`src/rtl/mexp_pkg.sv`:
```
// Package: shared constants of the modular exponentiation block.
`timescale 1ns / 1ps

package mexp_pkg;

    // Width of every operand and result field on the channels.
    localparam int FIELD_W = 32;

endpackage

```
`src/rtl/mexp_if.sv`:
```
// Interfaces: operand channel and result channel of the modular exponentiation block.
`timescale 1ns / 1ps

interface mexp_in_if
    import mexp_pkg::*;
();
    logic               valid;
    logic               ready;
    logic [FIELD_W-1:0] base_value;
    logic [FIELD_W-1:0] exponent;
    logic [FIELD_W-1:0] modulus;

    modport source (output valid, base_value, exponent, modulus, input ready);
    modport sink   (input valid, base_value, exponent, modulus, output ready);
endinterface

interface mexp_out_if
    import mexp_pkg::*;
();
    logic               valid;
    logic               ready;
    logic [FIELD_W-1:0] power_result;
    logic               modulus_error;

    modport source (output valid, power_result, modulus_error, input ready);
    modport sink   (input valid, power_result, modulus_error, output ready);
endinterface

```
`src/rtl/mexp_mulmod.sv`:
```
// Bit-serial modular multiplier: (a * b) mod m, one bit of b per cycle, MSB first.
`timescale 1ns / 1ps

module mexp_mulmod #(
    parameter int OPERAND_WIDTH = 32
) (
    input  logic                     i_clk,
    input  logic                     i_rst_n,
    input  logic                     i_start,
    input  logic [OPERAND_WIDTH-1:0] i_a,
    input  logic [OPERAND_WIDTH-1:0] i_b,
    input  logic [OPERAND_WIDTH-1:0] i_m,
    output logic                     o_done,
    output logic [OPERAND_WIDTH-1:0] o_product
);

    localparam int W     = OPERAND_WIDTH;
    localparam int CNT_W = $clog2(W);
    localparam int SUM_W = W + 2;

    logic             r_busy;
    logic             r_done;
    logic [CNT_W-1:0] r_cnt;
    logic [W-1:0]     r_acc;
    logic [W-1:0]     r_a;
    logic [W-1:0]     r_b;
    logic [W-1:0]     r_m;

    logic [SUM_W-1:0] w_sum;
    logic [SUM_W-1:0] w_m1;
    logic [SUM_W-1:0] w_m2;
    logic [SUM_W-1:0] w_sub1;
    logic [SUM_W-1:0] w_sub2;
    logic [W-1:0]     n_acc;

    // acc < m and a <= m, so 2*acc + a < 3m: subtract m or 2m at most.
    always_comb begin
        w_sum  = {1'b0, r_acc, 1'b0} + (r_b[W-1] ? SUM_W'(r_a) : '0);
        w_m1   = SUM_W'(r_m);
        w_m2   = {1'b0, r_m, 1'b0};
        w_sub1 = w_sum - w_m1;
        w_sub2 = w_sum - w_m2;
        if (w_sum >= w_m2) begin
            n_acc = w_sub2[W-1:0];
        end else if (w_sum >= w_m1) begin
            n_acc = w_sub1[W-1:0];
        end else begin
            n_acc = w_sum[W-1:0];
        end
    end

    always_ff @(posedge i_clk) begin
        if (!i_rst_n) begin
            r_busy <= 1'b0;
            r_done <= 1'b0;
            r_cnt  <= '0;
        end else begin
            r_done <= 1'b0;
            if (i_start) begin
                r_busy <= 1'b1;
                r_cnt  <= '0;
            end else if (r_busy) begin
                r_cnt <= r_cnt + CNT_W'(1);
                if (r_cnt == CNT_W'(W - 1)) begin
                    r_busy <= 1'b0;
                    r_done <= 1'b1;
                end
            end
        end
    end

    always_ff @(posedge i_clk) begin
        if (i_start) begin
            r_acc <= '0;
            r_a   <= i_a;
            r_b   <= i_b;
            r_m   <= i_m;
        end else if (r_busy) begin
            r_acc <= n_acc;
            r_b   <= {r_b[W-2:0], 1'b0};
        end
    end

    assign o_done    = r_done;
    assign o_product = r_acc;

endmodule

```
`src/rtl/modular_exponentiation.sv`:
```
// Top level: square-and-multiply modular exponentiation sequencer.
`timescale 1ns / 1ps

// Computes base_value ** exponent mod modulus with one shared bit-serial
// modular multiplier. An item first reduces the base (one product), then does
// one product for each set exponent bit and one squaring for each exponent
// bit below the top set bit, so a 32-bit exponent costs up to 64 products.
// A zero modulus (error flag, result 0) or zero exponent (result 1) skips the
// multiplier and goes straight to the output state. One item is in work at a
// time; a finished result sits in the output register, so the next item is
// taken while it waits. Operands are truncated or zero-extended to
// OPERAND_WIDTH; the result is returned in 32 bits.
module modular_exponentiation
    import mexp_pkg::*;
#(
    parameter int OPERAND_WIDTH = 32
) (
    input  logic        i_clk,
    input  logic        i_rst_n,
    mexp_in_if.sink     i_in,
    mexp_out_if.source  o_out
);

    localparam int W = OPERAND_WIDTH;

    typedef enum logic [4:0] {
        S_IDLE = 5'b00001,
        S_RED  = 5'b00010,
        S_MUL  = 5'b00100,
        S_SQR  = 5'b01000,
        S_OUT  = 5'b10000
    } t_state;

    t_state             r_state, n_state;
    logic [W-1:0]       r_ex, n_ex;
    logic [W-1:0]       r_res, n_res;
    logic [W-1:0]       r_sq, n_sq;
    logic [W-1:0]       r_m, n_m;
    logic               r_err, n_err;
    logic               r_ovalid, n_ovalid;
    logic [FIELD_W-1:0] r_oresult, n_oresult;
    logic               r_oerr, n_oerr;

    logic [W-1:0]       w_base_in;
    logic [W-1:0]       w_ex_in;
    logic [W-1:0]       w_m_in;
    logic               w_start;
    logic [W-1:0]       w_a;
    logic [W-1:0]       w_b;
    logic [W-1:0]       w_mm;
    logic               w_done;
    logic [W-1:0]       w_p;
    logic [W-1:0]       w_cur_res;
    logic [W-1:0]       w_cur_sq;
    logic [W-1:0]       w_ex_sh;

    assign w_base_in = W'(i_in.base_value);
    assign w_ex_in   = W'(i_in.exponent);
    assign w_m_in    = W'(i_in.modulus);

    mexp_mulmod #(
        .OPERAND_WIDTH (W)
    ) u_mulmod (
        .i_clk     (i_clk),
        .i_rst_n   (i_rst_n),
        .i_start   (w_start),
        .i_a       (w_a),
        .i_b       (w_b),
        .i_m       (w_mm),
        .o_done    (w_done),
        .o_product (w_p)
    );

    always_comb begin
        w_cur_res = (r_state == S_MUL) ? w_p : r_res;
        w_cur_sq  = (r_state == S_MUL) ? r_sq : w_p;
        w_ex_sh   = r_ex >> 1;
        w_mm      = (r_state == S_IDLE) ? w_m_in : r_m;
    end

    always_comb begin
        n_state   = r_state;
        n_ex      = r_ex;
        n_res     = r_res;
        n_sq      = r_sq;
        n_m       = r_m;
        n_err     = r_err;
        n_ovalid  = r_ovalid & ~o_out.ready;
        n_oresult = r_oresult;
        n_oerr    = r_oerr;
        w_start   = 1'b0;
        w_a       = r_res;
        w_b       = r_sq;

        case (r_state)
            S_IDLE: begin
                if (i_in.valid) begin
                    n_m   = w_m_in;
                    n_ex  = w_ex_in;
                    n_err = 1'b0;
                    if (w_m_in == '0) begin
                        n_res   = '0;
                        n_err   = 1'b1;
                        n_state = S_OUT;
                    end else if (w_ex_in == '0) begin
                        // exponent zero gives 1, even for a modulus of one
                        n_res   = W'(1);
                        n_state = S_OUT;
                    end else begin
                        n_res   = (w_m_in == W'(1)) ? '0 : W'(1);
                        // base mod m as the product 1 * base
                        w_start = 1'b1;
                        w_a     = W'(1);
                        w_b     = w_base_in;
                        n_state = S_RED;
                    end
                end
            end
            S_RED, S_MUL, S_SQR: begin
                if (w_done) begin
                    n_res = w_cur_res;
                    n_sq  = w_cur_sq;
                    if (r_state != S_MUL && r_ex[0]) begin
                        w_start = 1'b1;
                        w_a     = w_cur_res;
                        w_b     = w_cur_sq;
                        n_state = S_MUL;
                    end else begin
                        n_ex = w_ex_sh;
                        if (w_ex_sh != '0) begin
                            w_start = 1'b1;
                            w_a     = w_cur_sq;
                            w_b     = w_cur_sq;
                            n_state = S_SQR;
                        end else begin
                            n_state = S_OUT;
                        end
                    end
                end
            end
            S_OUT: begin
                if (!r_ovalid || o_out.ready) begin
                    n_ovalid  = 1'b1;
                    n_oresult = FIELD_W'(r_res);
                    n_oerr    = r_err;
                    n_state   = S_IDLE;
                end
            end
            default: begin
                n_state = S_IDLE;
            end
        endcase
    end

    always_ff @(posedge i_clk) begin
        if (!i_rst_n) begin
            r_state  <= S_IDLE;
            r_ovalid <= 1'b0;
        end else begin
            r_state  <= n_state;
            r_ovalid <= n_ovalid;
        end
    end

    always_ff @(posedge i_clk) begin
        r_ex      <= n_ex;
        r_res     <= n_res;
        r_sq      <= n_sq;
        r_m       <= n_m;
        r_err     <= n_err;
        r_oresult <= n_oresult;
        r_oerr    <= n_oerr;
    end

    assign i_in.ready          = (r_state == S_IDLE);
    assign o_out.valid         = r_ovalid;
    assign o_out.power_result  = r_oresult;
    assign o_out.modulus_error = r_oerr;

endmodule

```
`src/flat_wrapper.sv`:
```
// flat-port wrapper written by rule: the top's interface ports become plain ports
module modular_exponentiation_flat import mexp_pkg::*;
#(
    parameter int OPERAND_WIDTH = 32
)
  (i_clk, i_rst_n, i_in_valid, i_in_base_value, i_in_exponent, i_in_modulus, i_in_ready, o_out_valid, o_out_power_result, o_out_modulus_error, o_out_ready);
  mexp_in_if i_in_i ();
  mexp_out_if o_out_i ();
  input  logic i_clk;
  input  logic i_rst_n;
  input wire logic [$bits(i_in_i.valid)-1:0] i_in_valid;
  input wire logic [$bits(i_in_i.base_value)-1:0] i_in_base_value;
  input wire logic [$bits(i_in_i.exponent)-1:0] i_in_exponent;
  input wire logic [$bits(i_in_i.modulus)-1:0] i_in_modulus;
  output wire logic [$bits(i_in_i.ready)-1:0] i_in_ready;
  output wire logic [$bits(o_out_i.valid)-1:0] o_out_valid;
  output wire logic [$bits(o_out_i.power_result)-1:0] o_out_power_result;
  output wire logic [$bits(o_out_i.modulus_error)-1:0] o_out_modulus_error;
  input wire logic [$bits(o_out_i.ready)-1:0] o_out_ready;
  assign i_in_i.valid = i_in_valid;
  assign i_in_i.base_value = i_in_base_value;
  assign i_in_i.exponent = i_in_exponent;
  assign i_in_i.modulus = i_in_modulus;
  assign i_in_ready = i_in_i.ready;
  assign o_out_valid = o_out_i.valid;
  assign o_out_power_result = o_out_i.power_result;
  assign o_out_modulus_error = o_out_i.modulus_error;
  assign o_out_i.ready = o_out_ready;
  modular_exponentiation #(.OPERAND_WIDTH(OPERAND_WIDTH)) u_core (.i_clk(i_clk), .i_rst_n(i_rst_n), .i_in(i_in_i), .o_out(o_out_i));
endmodule
```
`config.mk`:
```
export PLATFORM = sky130hd
export DESIGN_NAME = modular_exponentiation_flat
export DESIGN_NICKNAME = d
export VERILOG_FILES = /design/src/rtl/mexp_pkg.sv /design/src/rtl/mexp_if.sv /design/src/rtl/mexp_mulmod.sv /design/src/rtl/modular_exponentiation.sv /design/src/flat_wrapper.sv
export SDC_FILE = /design/constraint.sdc
export NUM_CORES = 1
export LEC_CHECK = 0
export ABC_AREA = 0
export BUFFER_PORTS_ARGS = -buffer_cell sky130_fd_sc_hd__buf_2
export CAP_MARGIN = 10
export CORE_MARGIN = 2
export CORE_UTILIZATION = 54
export CTS_BUF_LIST = sky130_fd_sc_hd__clkbuf_8
export DETAILED_ROUTE_END_ITERATION = 8
export PLACE_DENSITY = 0.73
export REMOVE_ABC_BUFFERS = 1
export SLEW_MARGIN = 20
export SYNTH_ARGS = -nofsm -noshare
export SYNTH_HDL_FRONTEND = slang
export SYNTH_HIERARCHICAL = 1
export SYNTH_SLANG_ARGS = --single-unit
```
`constraint.sdc`:
```
create_clock -name i_clk -period 8.3 [get_ports i_clk]
set_input_delay 1.66 -clock i_clk [delete_from_list [all_inputs] [get_ports i_clk]]
set_output_delay 1.66 -clock i_clk [all_outputs]
set_load 0.1 [all_outputs]
```
**After elaboration in Yosys (flattened, before gate mapping)**

Cells that the tools add are included.

- Bitwise gates (word level): 4
- Muxes and demuxes: 54
- Divide/modulo/power cells: 0
- Eq/ne operators: 12
- Order comparisons: 2
- Shift operators: 0
- $add $sub $neg: 4
- $mul: 0
- Reductions and logical operators: 17

Operators with widths:

| kind | count |
|---|---|
| $mux 32 | 27 |
| $pmux 32 s2 | 4 |
| $logic_not 32->1 | 2 |
| $sub 32x32->32 | 2 |
| $mux 5 | 7 |
| $add 33x32->34 | 1 |
| $ge 34x32->1 | 1 |
| $ge 34x33->1 | 1 |
| $eq 32x1->1 const B | 1 |
| $reduce_bool 32->1 | 1 |
| $pmux 5 s3 | 1 |
| $mux 1 | 14 |
| $eq 5x5->1 const B | 2 |
| $ne 2x2->1 const B | 3 |
| $reduce_and 2->1 | 3 |
| $reduce_and 3->1 | 2 |
| $reduce_or 3->1 | 2 |
| $add 5x1->5 const B | 1 |
| $eq 5x1->1 const B | 1 |
| $eq 5x2->1 const B | 1 |
| $eq 5x3->1 const B | 1 |
| $eq 5x4->1 const B | 1 |
| $ne 5x3->1 const B | 1 |
| $reduce_and 4->1 | 1 |
| 9 further kinds | 12 |

- Bits in registers: 303
- Output and inout port bits: 35
- Word-level logic and storage cells: 109
- Bits in latches: 0
- RAM bits: 0
- Memory bits (read-only): 0
- Memories: 0

**Longest topological paths before layout**

- Depth after elaboration: 7
- Mapped depth: 24
- Depth with buffers taken out: 21

**By module**

Netlist, hierarchy kept.

Modules (own cells, without submodules):

| module | sequential area each (um^2) | cells an instance | area each (um^2) | times used |
|---|---|---|---|---|
| mexp_mulmod | 3663.5 | 1163 | 10785.3 | 1 |
| modular_exponentiation | 4984.8 | 611 | 7903.8 | 1 |

**Least setup slack after synthesis**

Ideal clock, no wire load.

- Kind: input to register
- Start: in i_in_valid
- End: reg u_core.u_mulmod.r_b[0] (enable)
- Required time: 7.913 ns
- Path buffers: 3
- Slack: 2.507 ns
- Stages on the path: 10
- Arrival time: 5.406 ns
- Setup time: 0.387 ns
- Cells stage by stage: inv_1 a2bb2oi_2 and2_2 o211ai_4 buf_6 inv_1 clkbuf_1 nor2_1 clkbuf_1 inv_1

- Longest elaborated chain between the ends: 3

RTL lines:

| item | line | RTL |
|---|---|---|
| start: declaration | flat_wrapper.sv:11 | `input wire logic [$bits(i_in_i.valid)-1:0] i_in_valid;` |
| $mux 1 | modular_exponentiation.sv:97 | `if (i_in.valid) begin` |
| $pmux 1 s2 | modular_exponentiation.sv:95 | `case (r_state)` |
| via u_core.w_start | modular_exponentiation.sv:47 | `logic w_start;` |
| $reduce_bool 2->1 (no line) | - |  |
| end signal: assignment | mexp_mulmod.sv:76 | `r_b <= i_b;` |
| end signal: assignment | mexp_mulmod.sv:80 | `r_b <= {r_b[W-2:0], 1'b0};` |
| end: declaration | mexp_mulmod.sv:26 | `logic [W-1:0] r_b;` |

The timed path passes the listed nets, and every way through them passes these cells.
A chain may end at the register's enable or synchronous reset.

**Worst setup path after layout**

- Start: reg u_core.u_mulmod.r_b[31]
- End: reg u_core.u_mulmod.r_acc[25] (netlist: u_core/u_mulmod/o_product[25])

- Longest elaborated chain between the ends: 5

RTL lines:

| item | line | RTL |
|---|---|---|
| $mux 32 * | mexp_mulmod.sv:38 | `w_sum = {1'b0, r_acc, 1'b0} + (r_b[W-1] ? SUM_W'(r_a) : '0);` |
| $add 33x32->34 * | mexp_mulmod.sv:38 |  |
| $sub 32x32->32 / $ge 34x32->1 (equally long branches) | mexp_mulmod.sv:41, mexp_mulmod.sv:45 |  |
| $mux 32 | mexp_mulmod.sv:45 | `end else if (w_sum >= w_m1) begin` |
| $mux 32 * | mexp_mulmod.sv:43 | `if (w_sum >= w_m2) begin` |
| end signal: assignment | mexp_mulmod.sv:79 | `r_acc <= n_acc;` |
| end: declaration | mexp_mulmod.sv:24 | `logic [W-1:0] r_acc;` |

Every way passes the cells marked *; elsewhere a longest branch is shown, timed or not.

==> key figures <==
Synthesis
  • Yosys top cell area share: 0.4145
  • Synth Register Bits: 303
  • Synth area leaders: edfxtp_1, ha_1, dfxtp_1
  • Yosys cell types: 88
  • Main synth FF type: edfxtp_1
  • Mapped Area: 18690 um2
  • Most common cell in the netlist: edfxtp_1
  • Avg Cell Area, Syn: 10.54 um2
  • Gate Count Post-Synth: 1774
  • Post-synth EDFFs: 258
  • Leading area contributor after synthesis: edfxtp_1
  • Synth warn: 6
  • Synth top cells by count: edfxtp_1, nand2_1, nor2_1
  • Sequential element share of the synthesized area: 0.4627
  • Asr flop ratio synth: 0

CTS
  • Clock Sinks: 303
  • Post-CTS Setup Repair Bufs: 0
  • Clock buffer depth: 3
  • Skew-Pair Late Insertion Delay: 650 ps
  • CTS tree: yes
  • Clock slew at reported path FFs: 60 ps
  • CTS resizes: 0
  • Post-CTS Hold Buffers: 0
  • Clock Tree Root: clkbuf_8
  • TritonCTS Buffers: 50
  • H-tree Lvls: 2

Pwr
  • Overall power: 8.663 mW
  • Pwr dens: 418.2 nW/um2
  • Worst ir drop on vdd: 0.0002329 V
  • P_leak: 8.715 nW

STA
  • Hold Vio Cnt, Final: 0
  • Endpoints failing setup: 0
  • FMAX: 0.1403 GHz
  • Worst-Margin Slew: 1079 ps
  • Hold slack: 430.1 ps
  • Tmin final: 7126 ps
  • Fin Clk Skew: 39.20 ps
  • Slew headroom: 0.2785
  • Crit share post-route: 0.8585
  • Fin. max-slew vios: 0
  • Setup_tns: 0 ps
  • Unrepaired setup endpoints after global routing: no

Global route
  • Initial antenna violation count: 0
  • Number of global-route vias before repair: 14.48k
  • Grt ovf: 0
  • Largest net degree at the start of global routing: 52
  • First-pass GRT wire length: 78100 um
  • Total GRT Usage: 0.2763

Layout
  • Final nets: 2098
  • Ant. Diodes: 0
  • Fillers: 2910
  • Area Growth Syn to Fin: 10.83%
  • Multi-input gate area in the final layout: 9344 um2
  • Register area: 8648 um2
  • Share of cells above drive strength 1: 0.1651
  • Utilization after layout: 0.6041

Detailed routing
  • DRT iter0 DRCs: 1201
  • Final ANT Viol Nets: 0
  • Post-route DRC: 0
  • Total vias in the final route: 14.78k
  • Detailed Route WL: 50490 um
  • Drt wl/cell: 21.10 um
  • First-pass detailed-route iteration total: 5
  • Vias/cell: 6.177

Floorplanning
  • Die height: 190.0 um
  • Rows: 68
  • Die ar.: 36110 um2
  • Top Ports: 135
  • Die Width: 190.0 um
  • Initial core utilization: 0.5451
  • Core area: 34290 um2

Place
  • Post-detail-place hpwl: 36610 um
  • # port buffers: 134
  • GP Congestion: 0.9371

Hold path
  • HP Class: reg2reg

Setup path
  • Element type at the critical path end: register
  • Critical path arrival: 7650 ps
  • Worst EP required: 8830 ps
  • Crit start category: register
  • Worst-path fanout max: 32
  • Worst Setup Path Type: reg2reg

Run status
  • Status: completed

Job
  • Max-cap check violation count: 0
-- per-layer routing --
layer	share of wire	vias up	global-route usage
li1	-	7047	-
met1	0.43	7127	0.3542
met2	0.48	488	0.4687
met3	0.047	120	0.03560
met4	0.039	0	0.1237
met5	0	-	0
-- cells in the final DEF (no fill, tap or decap), types with 35 or more instances in the layout --
master and n:
a21oi_1 87, a221o_1 36, and2_1 37, buf_2 134, clkbuf_8 53, dfxtp_1 45
edfxtp_1 258, ha_1 97, inv_1 107, mux2_2 64, mux2i_1 55, nand2_1 173
nor2_1 118, nor3_1 35, o21ai_0 58, xnor2_1 45
-- worst paths after layout --
path | start | endpoint | slack [ps] | cells after the start
worst min register to register | u_core/r_err$_DFFE_PP_ | u_core/o_out.modulus_error$_DFFE_PP_ | 430 | 0
worst max register to register | u_core/u_mulmod/r_b[31]$_DFFE_PP_ | u_core/u_mulmod/o_product[25]$_SDFFE_PP0P_ | 1170 | 18
worst min-delay path | u_core/r_err$_DFFE_PP_ | u_core/o_out.modulus_error$_DFFE_PP_ | 430 | 0
worst max-delay path | u_core/u_mulmod/r_b[31]$_DFFE_PP_ | u_core/u_mulmod/o_product[25]$_SDFFE_PP0P_ | 1170 | 18
-- kinds of logic after synthesis --
group | Yosys count | synth area share
AO/OA/AOI/OAI | 482 | 0.1898
XOR/XNOR | 70 | 0.03280
adder cells (fa/ha/maj) | 100 | 0.06815
buffers and inverters | 174 | 0.03916
flip-flops | 303 | 0.4627
multiplexers | 119 | 0.06802
AND/OR/NAND/NOR | 526 | 0.1393
-- flip-flops by register name, summed over array words and instances (netlist names) --
| signal | cells |
|---|---|
| u_core/o_out.modulus_error | 1 |
| u_core/o_out.power_result | 32 |
| u_core/o_out.valid | 1 |
| u_core/r_err | 1 |
| u_core/r_ex | 32 |
| u_core/r_m | 32 |
| u_core/r_res | 32 |
| u_core/r_sq | 32 |
| u_core/r_state | 5 |
| u_core/u_mulmod/o_done | 1 |
| u_core/u_mulmod/o_product | 32 |
| u_core/u_mulmod/r_a | 32 |
| u_core/u_mulmod/r_b | 32 |
| u_core/u_mulmod/r_busy | 1 |
| u_core/u_mulmod/r_cnt | 5 |
| u_core/u_mulmod/r_m | 32 |
-- where the power goes --
part | switching (mW) | internal, mW
registers | 0.217 | 2.00
clock network | 0.624 | 0.658
logic | 3.18 | 1.98
total | 4.02 | 4.64
-- worst max-delay path: stages (launching register included) --
cell and delay (ps):
edfxtp_1 850, and2_1 240, ha_1 190, inv_1 60
fa_1 390, nand2b_1 180, a21oi_1 290, o21a_1 250
o21ai_1 170, o31ai_1 550, o211ai_1 320, ha_1 450
and3_4 250, nand2_2 70, or4_4 550, or4_4 530
nand3_1 810, nor2_1 450, a221oi_1 370
-- metrics by stage --
stage,instances,setup WS [ps],area [um2]
floorplan,1691,1019,18300
global placement,2300,1432,19730
detailed placement,2300,1322,19730
CTS,2392,1242,20690
global route,2393,603.1,20710
finish,2393,1174,20710
-- layout make-up --
type                    count  share of cell area
repair buffers            155             0.04095
clock buffers              53             0.03522
flip-flops and latches    303              0.4175
well taps                 455             0.02748
multi-input cells        1297              0.4511
inverters                  91             0.01661
clock inverters            39             0.01111
No activity file was read; power rests on OpenSTA's default activity.
